## config.mk

```make
export PLATFORM = sky130hd
export DESIGN_NAME = start_byte_frame_deframer_flat
export DESIGN_NICKNAME = d
export VERILOG_FILES = /design/src/sv/sbfd_pkg.sv /design/src/sv/sbfd_in_if.sv /design/src/sv/sbfd_out_if.sv /design/src/sv/sbfd_cfg_if.sv /design/src/sv/start_byte_frame_deframer.sv /design/src/sv/sbfd_parser.sv /design/src/sv/sbfd_out_buf.sv /design/src/flat_wrapper.sv
export SDC_FILE = /design/constraint.sdc
export NUM_CORES = 1
export LEC_CHECK = 0
export ABC_CLOCK_PERIOD_IN_PS = 6740
export BUFFER_PORTS_ARGS = -buffer_cell sky130_fd_sc_hd__buf_2
export CAP_MARGIN = 20
export CORE_MARGIN = 2
export CORE_UTILIZATION = 59
export DETAILED_ROUTE_END_ITERATION = 8
export HOLD_SLACK_MARGIN = 0.02
export PLACE_DENSITY = 0.82
export SYNTH_ARGS = -nofsm -noshare
export SYNTH_HDL_FRONTEND = slang
export SYNTH_SLANG_ARGS = --single-unit
```

## constraint.sdc

```tcl
create_clock -name i_clk -period 6.74 [get_ports i_clk]
set_clock_uncertainty 0.05 [all_clocks]
set_input_delay 2.022 -clock i_clk [delete_from_list [all_inputs] [get_ports i_clk]]
set_output_delay 2.022 -clock i_clk [all_outputs]
set_load 0.01 [all_outputs]
```

## src/sv/sbfd_pkg.sv

```systemverilog
`timescale 1ns / 1ps

package sbfd_pkg;

    // Field widths
    localparam int BYTE_W    = 8;
    localparam int POS_W     = 9;
    localparam int RATE_W    = 16;
    localparam int CFG_IDX_W = 2;

    // Configuration register indexes
    localparam logic [CFG_IDX_W-1:0] REG_START_MARKER   = 2'd0;
    localparam logic [CFG_IDX_W-1:0] REG_CAPTURE_ENABLE = 2'd1;

    // Input mode and result kind codes
    localparam logic MODE_BYTE = 1'b0;
    localparam logic MODE_TICK = 1'b1;
    localparam logic KIND_BYTE = 1'b0;
    localparam logic KIND_RATE = 1'b1;

    // Fixed frame positions
    localparam logic [POS_W-1:0] POS_START = 9'd0;
    localparam logic [POS_W-1:0] POS_TYPE  = 9'd1;
    localparam logic [POS_W-1:0] POS_LEN   = 9'd2;
    localparam logic [POS_W-1:0] POS_BODY  = 9'd3;

    localparam logic [RATE_W-1:0] RATE_MAX = 16'hFFFF;

    typedef enum logic [1:0] {
        PH_HUNT = 2'd0,
        PH_TYPE = 2'd1,
        PH_LEN  = 2'd2,
        PH_BODY = 2'd3
    } t_phase;

    typedef struct packed {
        logic              kind;
        logic [BYTE_W-1:0] frame_byte;
        logic [POS_W-1:0]  byte_position;
        logic [BYTE_W-1:0] frame_kind;
        logic              frame_end;
        logic [RATE_W-1:0] message_rate;
    } t_result;

    typedef struct packed {
        logic                 en;
        logic [CFG_IDX_W-1:0] index;
        logic [BYTE_W-1:0]    data;
    } t_cfg_wr;

    typedef struct packed {
        logic main_valid;
        logic skid_valid;
    } t_buf_status;

endpackage

```

## src/sv/sbfd_in_if.sv

```systemverilog
`timescale 1ns / 1ps

interface sbfd_in_if import sbfd_pkg::*; ();
    logic              valid;
    logic              ready;
    logic              mode;
    logic [BYTE_W-1:0] rx_byte;

    modport source (output valid, output mode, output rx_byte, input ready);
    modport sink   (input valid, input mode, input rx_byte, output ready);
endinterface

```

## src/sv/sbfd_out_if.sv

```systemverilog
`timescale 1ns / 1ps

interface sbfd_out_if import sbfd_pkg::*; ();
    logic              valid;
    logic              ready;
    logic              kind;
    logic [BYTE_W-1:0] frame_byte;
    logic [POS_W-1:0]  byte_position;
    logic [BYTE_W-1:0] frame_kind;
    logic              frame_end;
    logic [RATE_W-1:0] message_rate;

    modport source (output valid, output kind, output frame_byte, output byte_position,
                    output frame_kind, output frame_end, output message_rate,
                    input ready);
    modport sink   (input valid, input kind, input frame_byte, input byte_position,
                    input frame_kind, input frame_end, input message_rate,
                    output ready);
endinterface

```

## src/sv/sbfd_cfg_if.sv

```systemverilog
`timescale 1ns / 1ps

interface sbfd_cfg_if import sbfd_pkg::*; ();
    logic                 valid;
    logic                 ready;
    logic [CFG_IDX_W-1:0] index;
    logic [BYTE_W-1:0]    data;

    modport source (output valid, output index, output data, input ready);
    modport sink   (input valid, input index, input data, output ready);
endinterface

```

## src/sv/start_byte_frame_deframer.sv

```systemverilog
`timescale 1ns / 1ps
// A result is registered in the output stage, or parked in its skid entry, before it reaches the output.
// Throughput: one item per cycle while the skid stage is free; the parse state updates in the transfer cycle.
// A two-entry output stage keeps input open while one result waits downstream.
// Reset (synchronous, active low) clears parse state, counters and config to 0.
// Configuration writes are always ready and take effect the next cycle.
module start_byte_frame_deframer import sbfd_pkg::*; (
    input  logic        i_clk,
    input  logic        i_rst_n,
    sbfd_in_if.sink     i_in,
    sbfd_out_if.source  o_out,
    sbfd_cfg_if.sink    i_cfg
);

    t_cfg_wr     w_cfg_wr;
    t_result     w_res;
    t_result     w_out;
    t_buf_status w_status;
    logic        w_res_valid;
    logic        w_accept;

    // Config channel never stalls
    assign i_cfg.ready    = 1'b1;
    assign w_cfg_wr.en    = i_cfg.valid;
    assign w_cfg_wr.index = i_cfg.index;
    assign w_cfg_wr.data  = i_cfg.data;

    // Accept while the skid stage is free
    assign i_in.ready = !w_status.skid_valid;
    assign w_accept   = i_in.valid & i_in.ready;

    sbfd_parser u_parser (
        .i_clk       (i_clk),
        .i_rst_n     (i_rst_n),
        .i_cfg_wr    (w_cfg_wr),
        .i_accept    (w_accept),
        .i_mode      (i_in.mode),
        .i_rx_byte   (i_in.rx_byte),
        .o_res_valid (w_res_valid),
        .o_res       (w_res)
    );

    sbfd_out_buf u_out_buf (
        .i_clk       (i_clk),
        .i_rst_n     (i_rst_n),
        .i_push      (w_res_valid),
        .i_data      (w_res),
        .i_pop_ready (o_out.ready),
        .o_valid     (o_out.valid),
        .o_data      (w_out),
        .o_status    (w_status)
    );

    assign o_out.kind          = w_out.kind;
    assign o_out.frame_byte    = w_out.frame_byte;
    assign o_out.byte_position = w_out.byte_position;
    assign o_out.frame_kind    = w_out.frame_kind;
    assign o_out.frame_end     = w_out.frame_end;
    assign o_out.message_rate  = w_out.message_rate;

    // Skid stage fills only behind a held output
    a_skid_behind_main: assert property (@(posedge i_clk) disable iff (!i_rst_n)
        w_status.skid_valid |-> w_status.main_valid)
        else $error("skid entry without output entry");

    // Tick into an empty buffer shows a rate report next cycle
    a_tick_report: assert property (@(posedge i_clk) disable iff (!i_rst_n)
        (w_accept && i_in.mode == MODE_TICK && !w_status.main_valid)
        |=> (o_out.valid && o_out.kind == KIND_RATE))
        else $error("tick did not produce a rate report");

    // Frame end marks only frame byte results
    a_end_is_byte: assert property (@(posedge i_clk) disable iff (!i_rst_n)
        (o_out.valid && o_out.frame_end) |-> (o_out.kind == KIND_BYTE))
        else $error("frame end on a rate report");

    // Start byte carries no frame type yet
    a_start_no_type: assert property (@(posedge i_clk) disable iff (!i_rst_n)
        (o_out.valid && o_out.kind == KIND_BYTE && o_out.byte_position == POS_START)
        |-> (o_out.frame_kind == '0))
        else $error("frame type on start byte");

endmodule

```

## src/sv/sbfd_parser.sv

```systemverilog
`timescale 1ns / 1ps

module sbfd_parser import sbfd_pkg::*; (
    input  logic              i_clk,
    input  logic              i_rst_n,
    input  t_cfg_wr           i_cfg_wr,
    input  logic              i_accept,
    input  logic              i_mode,
    input  logic [BYTE_W-1:0] i_rx_byte,
    output logic              o_res_valid,
    output t_result           o_res
);

    logic [BYTE_W-1:0] r_start_marker;
    logic              r_capture_enable;
    t_phase            r_phase, n_phase;
    logic [BYTE_W-1:0] r_type, n_type;
    logic [POS_W-1:0]  r_remaining, n_remaining;
    logic [POS_W-1:0]  r_position, n_position;
    logic [RATE_W-1:0] r_frames, n_frames;
    logic [RATE_W-1:0] r_rate, n_rate;

    // Configuration registers
    always_ff @(posedge i_clk) begin
        if (!i_rst_n) begin
            r_start_marker   <= '0;
            r_capture_enable <= 1'b0;
        end else if (i_cfg_wr.en) begin
            case (i_cfg_wr.index)
                REG_START_MARKER:   r_start_marker   <= i_cfg_wr.data;
                REG_CAPTURE_ENABLE: r_capture_enable <= i_cfg_wr.data[0];
                default: ;
            endcase
        end
    end

    // Parse state and counters
    always_ff @(posedge i_clk) begin
        if (!i_rst_n) begin
            r_phase     <= PH_HUNT;
            r_type      <= '0;
            r_remaining <= '0;
            r_position  <= '0;
            r_frames    <= '0;
            r_rate      <= '0;
        end else begin
            r_phase     <= n_phase;
            r_type      <= n_type;
            r_remaining <= n_remaining;
            r_position  <= n_position;
            r_frames    <= n_frames;
            r_rate      <= n_rate;
        end
    end

    // Next state and result for one accepted item
    always_comb begin
        n_phase     = r_phase;
        n_type      = r_type;
        n_remaining = r_remaining;
        n_position  = r_position;
        n_frames    = r_frames;
        n_rate      = r_rate;
        o_res_valid = 1'b0;

        o_res.kind          = KIND_BYTE;
        o_res.frame_byte    = i_rx_byte;
        o_res.byte_position = r_position;
        o_res.frame_kind    = r_type;
        o_res.frame_end     = 1'b0;
        o_res.message_rate  = r_rate;

        if (i_accept) begin
            if (i_mode == MODE_TICK) begin
                // Latch the count as the rate and restart counting
                n_rate              = r_frames;
                n_frames            = '0;
                o_res_valid         = 1'b1;
                o_res.kind          = KIND_RATE;
                o_res.frame_byte    = '0;
                o_res.byte_position = '0;
                o_res.frame_kind    = '0;
                o_res.message_rate  = r_frames;
            end else if (r_capture_enable) begin
                case (r_phase)
                    PH_HUNT: begin
                        // Drop anything but the start marker
                        if (i_rx_byte == r_start_marker) begin
                            n_type              = '0;
                            n_remaining         = '0;
                            n_position          = POS_TYPE;
                            n_phase             = PH_TYPE;
                            o_res_valid         = 1'b1;
                            o_res.byte_position = POS_START;
                            o_res.frame_kind    = '0;
                        end
                    end
                    PH_TYPE: begin
                        n_type              = i_rx_byte;
                        n_position          = POS_LEN;
                        n_phase             = PH_LEN;
                        o_res_valid         = 1'b1;
                        o_res.byte_position = POS_TYPE;
                        o_res.frame_kind    = i_rx_byte;
                    end
                    PH_LEN: begin
                        // Payload bytes plus the check byte
                        n_remaining         = {1'b0, i_rx_byte} + 9'd1;
                        n_position          = POS_BODY;
                        n_phase             = PH_BODY;
                        o_res_valid         = 1'b1;
                        o_res.byte_position = POS_LEN;
                    end
                    PH_BODY: begin
                        o_res_valid = 1'b1;
                        if (r_remaining <= 9'd1) begin
                            // Check byte closes the frame
                            n_remaining     = '0;
                            n_position      = '0;
                            n_phase         = PH_HUNT;
                            o_res.frame_end = 1'b1;
                            if (r_frames != RATE_MAX) begin
                                n_frames = r_frames + 16'd1;
                            end
                        end else begin
                            n_remaining = r_remaining - 9'd1;
                            n_position  = r_position + 9'd1;
                        end
                    end
                    default: ;
                endcase
            end
        end
    end

endmodule

```

## src/sv/sbfd_out_buf.sv

```systemverilog
`timescale 1ns / 1ps

module sbfd_out_buf import sbfd_pkg::*; (
    input  logic        i_clk,
    input  logic        i_rst_n,
    input  logic        i_push,
    input  t_result     i_data,
    input  logic        i_pop_ready,
    output logic        o_valid,
    output t_result     o_data,
    output t_buf_status o_status
);

    logic    r_main_valid;
    logic    r_skid_valid;
    t_result r_main;
    t_result r_skid;
    logic    w_pop;

    assign w_pop = r_main_valid & i_pop_ready;

    // Valid flags
    always_ff @(posedge i_clk) begin
        if (!i_rst_n) begin
            r_main_valid <= 1'b0;
            r_skid_valid <= 1'b0;
        end else if (!r_main_valid || w_pop) begin
            r_main_valid <= r_skid_valid | i_push;
            r_skid_valid <= 1'b0;
        end else if (i_push) begin
            r_skid_valid <= 1'b1;
        end
    end

    // Payload: refill the output from the skid stage first, else park new result
    always_ff @(posedge i_clk) begin
        if (!r_main_valid || w_pop) begin
            r_main <= r_skid_valid ? r_skid : i_data;
        end else if (i_push) begin
            r_skid <= i_data;
        end
    end

    assign o_valid             = r_main_valid;
    assign o_data              = r_main;
    assign o_status.main_valid = r_main_valid;
    assign o_status.skid_valid = r_skid_valid;

endmodule

```

## src/flat_wrapper.sv

```systemverilog
// flat-port wrapper written by rule: the top's interface ports become plain ports
module start_byte_frame_deframer_flat import sbfd_pkg::*;
  (i_clk, i_rst_n, i_in_valid, i_in_mode, i_in_rx_byte, i_in_ready, o_out_valid, o_out_kind, o_out_frame_byte, o_out_byte_position, o_out_frame_kind, o_out_frame_end, o_out_message_rate, o_out_ready, i_cfg_valid, i_cfg_index, i_cfg_data, i_cfg_ready);
  sbfd_in_if i_in_i ();
  sbfd_out_if o_out_i ();
  sbfd_cfg_if i_cfg_i ();
  input  logic i_clk;
  input  logic i_rst_n;
  input wire logic [$bits(i_in_i.valid)-1:0] i_in_valid;
  input wire logic [$bits(i_in_i.mode)-1:0] i_in_mode;
  input wire logic [$bits(i_in_i.rx_byte)-1:0] i_in_rx_byte;
  output wire logic [$bits(i_in_i.ready)-1:0] i_in_ready;
  output wire logic [$bits(o_out_i.valid)-1:0] o_out_valid;
  output wire logic [$bits(o_out_i.kind)-1:0] o_out_kind;
  output wire logic [$bits(o_out_i.frame_byte)-1:0] o_out_frame_byte;
  output wire logic [$bits(o_out_i.byte_position)-1:0] o_out_byte_position;
  output wire logic [$bits(o_out_i.frame_kind)-1:0] o_out_frame_kind;
  output wire logic [$bits(o_out_i.frame_end)-1:0] o_out_frame_end;
  output wire logic [$bits(o_out_i.message_rate)-1:0] o_out_message_rate;
  input wire logic [$bits(o_out_i.ready)-1:0] o_out_ready;
  input wire logic [$bits(i_cfg_i.valid)-1:0] i_cfg_valid;
  input wire logic [$bits(i_cfg_i.index)-1:0] i_cfg_index;
  input wire logic [$bits(i_cfg_i.data)-1:0] i_cfg_data;
  output wire logic [$bits(i_cfg_i.ready)-1:0] i_cfg_ready;
  assign i_in_i.valid = i_in_valid;
  assign i_in_i.mode = i_in_mode;
  assign i_in_i.rx_byte = i_in_rx_byte;
  assign i_in_ready = i_in_i.ready;
  assign o_out_valid = o_out_i.valid;
  assign o_out_kind = o_out_i.kind;
  assign o_out_frame_byte = o_out_i.frame_byte;
  assign o_out_byte_position = o_out_i.byte_position;
  assign o_out_frame_kind = o_out_i.frame_kind;
  assign o_out_frame_end = o_out_i.frame_end;
  assign o_out_message_rate = o_out_i.message_rate;
  assign o_out_i.ready = o_out_ready;
  assign i_cfg_i.valid = i_cfg_valid;
  assign i_cfg_i.index = i_cfg_index;
  assign i_cfg_i.data = i_cfg_data;
  assign i_cfg_ready = i_cfg_i.ready;
  start_byte_frame_deframer u_core (.i_clk(i_clk), .i_rst_n(i_rst_n), .i_in(i_in_i), .o_out(o_out_i), .i_cfg(i_cfg_i));
endmodule
```

==> flow_metrics.env <==
export IMPL_io_buffers=68
export IMPL_fin_hold_ws_ps=439.5
export IMPL_syn_num_nets=623
export IMPL_syn_avg_cell_area_um2=11.59
export IMPL_cts_tree="yes"
export IMPL_placed_area_mm2=0.007224
export IMPL_cap_violations=0
export IMPL_r2r_setup_slack_ps=3430
export IMPL_outcome="finished clean"
export IMPL_period_needed_ps=4015
export IMPL_crit_path_start="i_in_rx_byte[4]"
export IMPL_drtPass1Iterations=5
export IMPL_post_route_cell_area_mm2=0.007856
export IMPL_rows=39
export IMPL_drive_gt1_share_pct=23.15
export IMPL_seqPwrFrac_pct=48.6
export IMPL_grt_pass1_wl_mm=23.01
export IMPL_clock_sinks=157
export IMPL_worstPathArrival_ps=4020
export IMPL_switching_share_pct=20.52
export IMPL_timing_final_crit_share_pct=59.58
export IMPL_synth_ff_type="edfxtp_1"
export IMPL_drcViolationCount=0
export IMPL_slew_violations=0
export IMPL_synth_cells=589
export IMPL_r2r_start="u_core.u_out_buf.r_skid_valid"
export IMPL_grt_antenna_before_repair=0
export IMPL_r2r_cells=7
export IMPL_diodes=0
export IMPL_cts_made_buffers=17
export IMPL_core_mm2=0.01137
export IMPL_synth_edff_count=86
export IMPL_p_switching_uw=434.8
export IMPL_internal_power_uw=1684
export IMPL_hpwl_mm=9.043
export IMPL_hold_class="reg2reg"
export IMPL_cts_resized=0
export IMPL_crit_path_end_kind="flop"
export IMPL_boundaryPins=70
export IMPL_setup_viol=0
export IMPL_yosysUniqueCellTypes=56
export IMPL_insertion_delay_ps=420
export IMPL_vdd_ir_drop_max_v=0.0001594
export IMPL_ys_ff_latch=157
export IMPL_grt_pass1_vias=4613
export IMPL_htree_num_levels=4
export IMPL_tightestPinTransition_ps=1022
export IMPL_grt_usage_pct=23.30
export IMPL_start_util_pct=60.03
export IMPL_synth_area_mm2=0.006825
export IMPL_layout_common_cells="86 x edfxtp_1, 71 x dfxtp_1, 68 x buf_2, 66 x nand2_1, 46 x nor2_1"
export IMPL_max_stage_delay_ps=480
export IMPL_power_per_cell_area_mw_per_mm2=269.7
export IMPL_hold_violations=0
export IMPL_pwr_share_clk_pct=47.5
export IMPL_r2r_end="u_core.u_out_buf.o_data[20]"
export IMPL_yosysSeqAreaShare_pct=58.66
export IMPL_clk_pin_slew_ps=60
export IMPL_power_uw=2119
export IMPL_vias=4743
export IMPL_post_cts_buffers=0
export IMPL_async_flop_share_pct=0
export IMPL_endpoint="u_core.u_out_buf.r_skid[41]"
export IMPL_die_w_um=111.6
export IMPL_wl_mm=14.20
export IMPL_fin_util_pct=69.10
export IMPL_yosys_warnings=0
export IMPL_syn_to_final_growth_pct=15.11
export IMPL_ant_nets=0
export IMPL_clock_path_buffers=2
export IMPL_gp_congestion=0.8617
export IMPL_max_freq_mhz=249.0
export IMPL_post_drt_wl_per_cell_um=17.66
export IMPL_crit_type="in2reg"
export IMPL_grt_ovfl_total=0
export IMPL_root_buffer="clkbuf_16"
export IMPL_fp_dieArea_mm2=0.01244
export IMPL_leakagePower_uw=0.003203
export IMPL_required_ps=6750
export IMPL_crit_path_cell_trace="buf_2, xor2_1, nor4_1, a21bo_1, nand2_1, a21oi_4, buf_4"
export IMPL_fp_dieH_um=111.6
export IMPL_grt_max_degree=47
export IMPL_cp_start_kind="input pin"
export IMPL_cp_max_fo=43
export IMPL_cp_slowest_cell="buf_4"
export IMPL_mostFrequentLayoutCell="edfxtp_1"
export IMPL_comb_power_share_pct=3.8
export IMPL_holdBufCountCts=0
export IMPL_nets=682
export IMPL_relSlewSlack_pct=31.00
export IMPL_post_drt_via_cell_ratio=5.899
export IMPL_rsz0062_at_grt="no"
export IMPL_tns_ps=0
export IMPL_dr_first_iter_drc_count=377
[critical path, delay by kind of cell]
family          cells  cell delay [ps]
compound gates      2              530
xor+xnor            1              160
buf+inv             2              630
simple gates        2              620
[logic make-up after synthesis]
kind of cell / after synthesis / share of synthesized area, %
flip-flops: 157 / 58.66
adder cells (fa/ha/maj): 10 / 1.833
AO/OA/AOI/OAI: 76 / 8.048
AND/OR/NAND/NOR: 216 / 15.86
XOR/XNOR: 34 / 4.363
multiplexers: 50 / 8.066
other: 1 / 0.05494
buffers and inverters: 45 / 3.116
[registers in the layout, summed over array words and instances (netlist names)]
name,cells
u_core.u_out_buf.r_skid,43
u_core.u_parser.r_remaining,9
u_core.u_parser.r_phase,2
u_core.u_parser.r_type,8
u_core.u_parser.r_start_marker,8
u_core.u_out_buf.r_skid_valid,1
u_core.u_parser.r_capture_enable,1
u_core.u_parser.r_rate,16
u_core.u_parser.r_position,9
u_core.u_out_buf.o_data,43
u_core.u_parser.r_frames,16
u_core.u_out_buf.o_valid,1
[through the flow]
stage               cells  setup WS, ps
finish                804          2725
global route          804          2588
CTS                   804          2747
detailed placement    772          2309
global placement      772          2385
floorplan             589         863.9
[routing by layer]
metal | share of wire, % | vias up | routed length, µm | global-route usage (%)
li1 | - | 2238 | - | -
met1 | 44 | 2320 | 6188 | 30.86
met2 | 50 | 171 | 7102 | 38.25
met3 | 5.4 | 14 | 770 | 5.879
met5 | 0 | - | 0 | 0
met4 | 0.96 | 0 | 137 | 7.160
[final cells by class]
cell class	instances	area (µm²)
clock buffer	19	442.9
tap	143	178.9
fill	783	3513
multi-input combinational	387	2623
sequential	157	4004
clock inverter	13	188.9
inverter	13	48.80
timing repair buffer	72	370.4
[synth_stat cells (4+ instances only)]
cell type | n | area (µm²)
a211oi_1 | 4 | 30.03
a21oi_1 | 11 | 55.05
a22o_1 | 17 | 148.9
a22oi_1 | 8 | 60.06
and2_1 | 33 | 206.5
and3_1 | 7 | 43.79
buf_2 | 4 | 20.02
buf_6 | 4 | 45.04
clkbuf_1 | 18 | 67.56
dfxtp_1 | 71 | 1421
edfxtp_1 | 86 | 2582
ha_1 | 10 | 125.1
inv_1 | 11 | 41.29
mux2_2 | 40 | 450.4
mux2i_1 | 10 | 100.1
nand2_1 | 66 | 247.7
nand3_1 | 19 | 95.09
nand4_1 | 10 | 62.56
nor2_1 | 46 | 172.7
nor3_1 | 7 | 35.03
o21ai_0 | 10 | 50.05
o22ai_1 | 8 | 50.05
or3_1 | 4 | 25.02
xnor2_1 | 8 | 70.07
xor2_1 | 26 | 227.7
[how the worst min path moves through the flow]
| stage | endpoint | start | slack, ps | cells after the start |
|---|---|---|---|---|
| after global placement | u_core.u_parser.r_type[4] | u_core.u_parser.r_type[4] | 410 | 1 |
| after floorplan | u_core.u_parser.r_type[1] | u_core.u_parser.r_type[1] | 400 | 1 |
| final | u_core.u_parser.r_type[6] | u_core.u_parser.r_type[6] | 440 | 1 |
| after detailed placement | u_core.u_parser.r_type[6] | u_core.u_parser.r_type[6] | 420 | 1 |
| after CTS | u_core.u_parser.r_type[1] | u_core.u_parser.r_type[1] | 440 | 1 |
| after global routing | u_core.u_parser.r_type[2] | u_core.u_parser.r_type[2] | 470 | 1 |
[power groups by stage]
stage,Clock [µW],Sequential (µW),Combinational [µW]
floorplan,0,1060,39.3
global placement,0,1050,77.2
detailed placement,0,1050,79.2
CTS,1020,1030,80.8
global route,1060,1030,87.6
finish,1010,1030,81.2
Power figures use the tool's default switching activity.
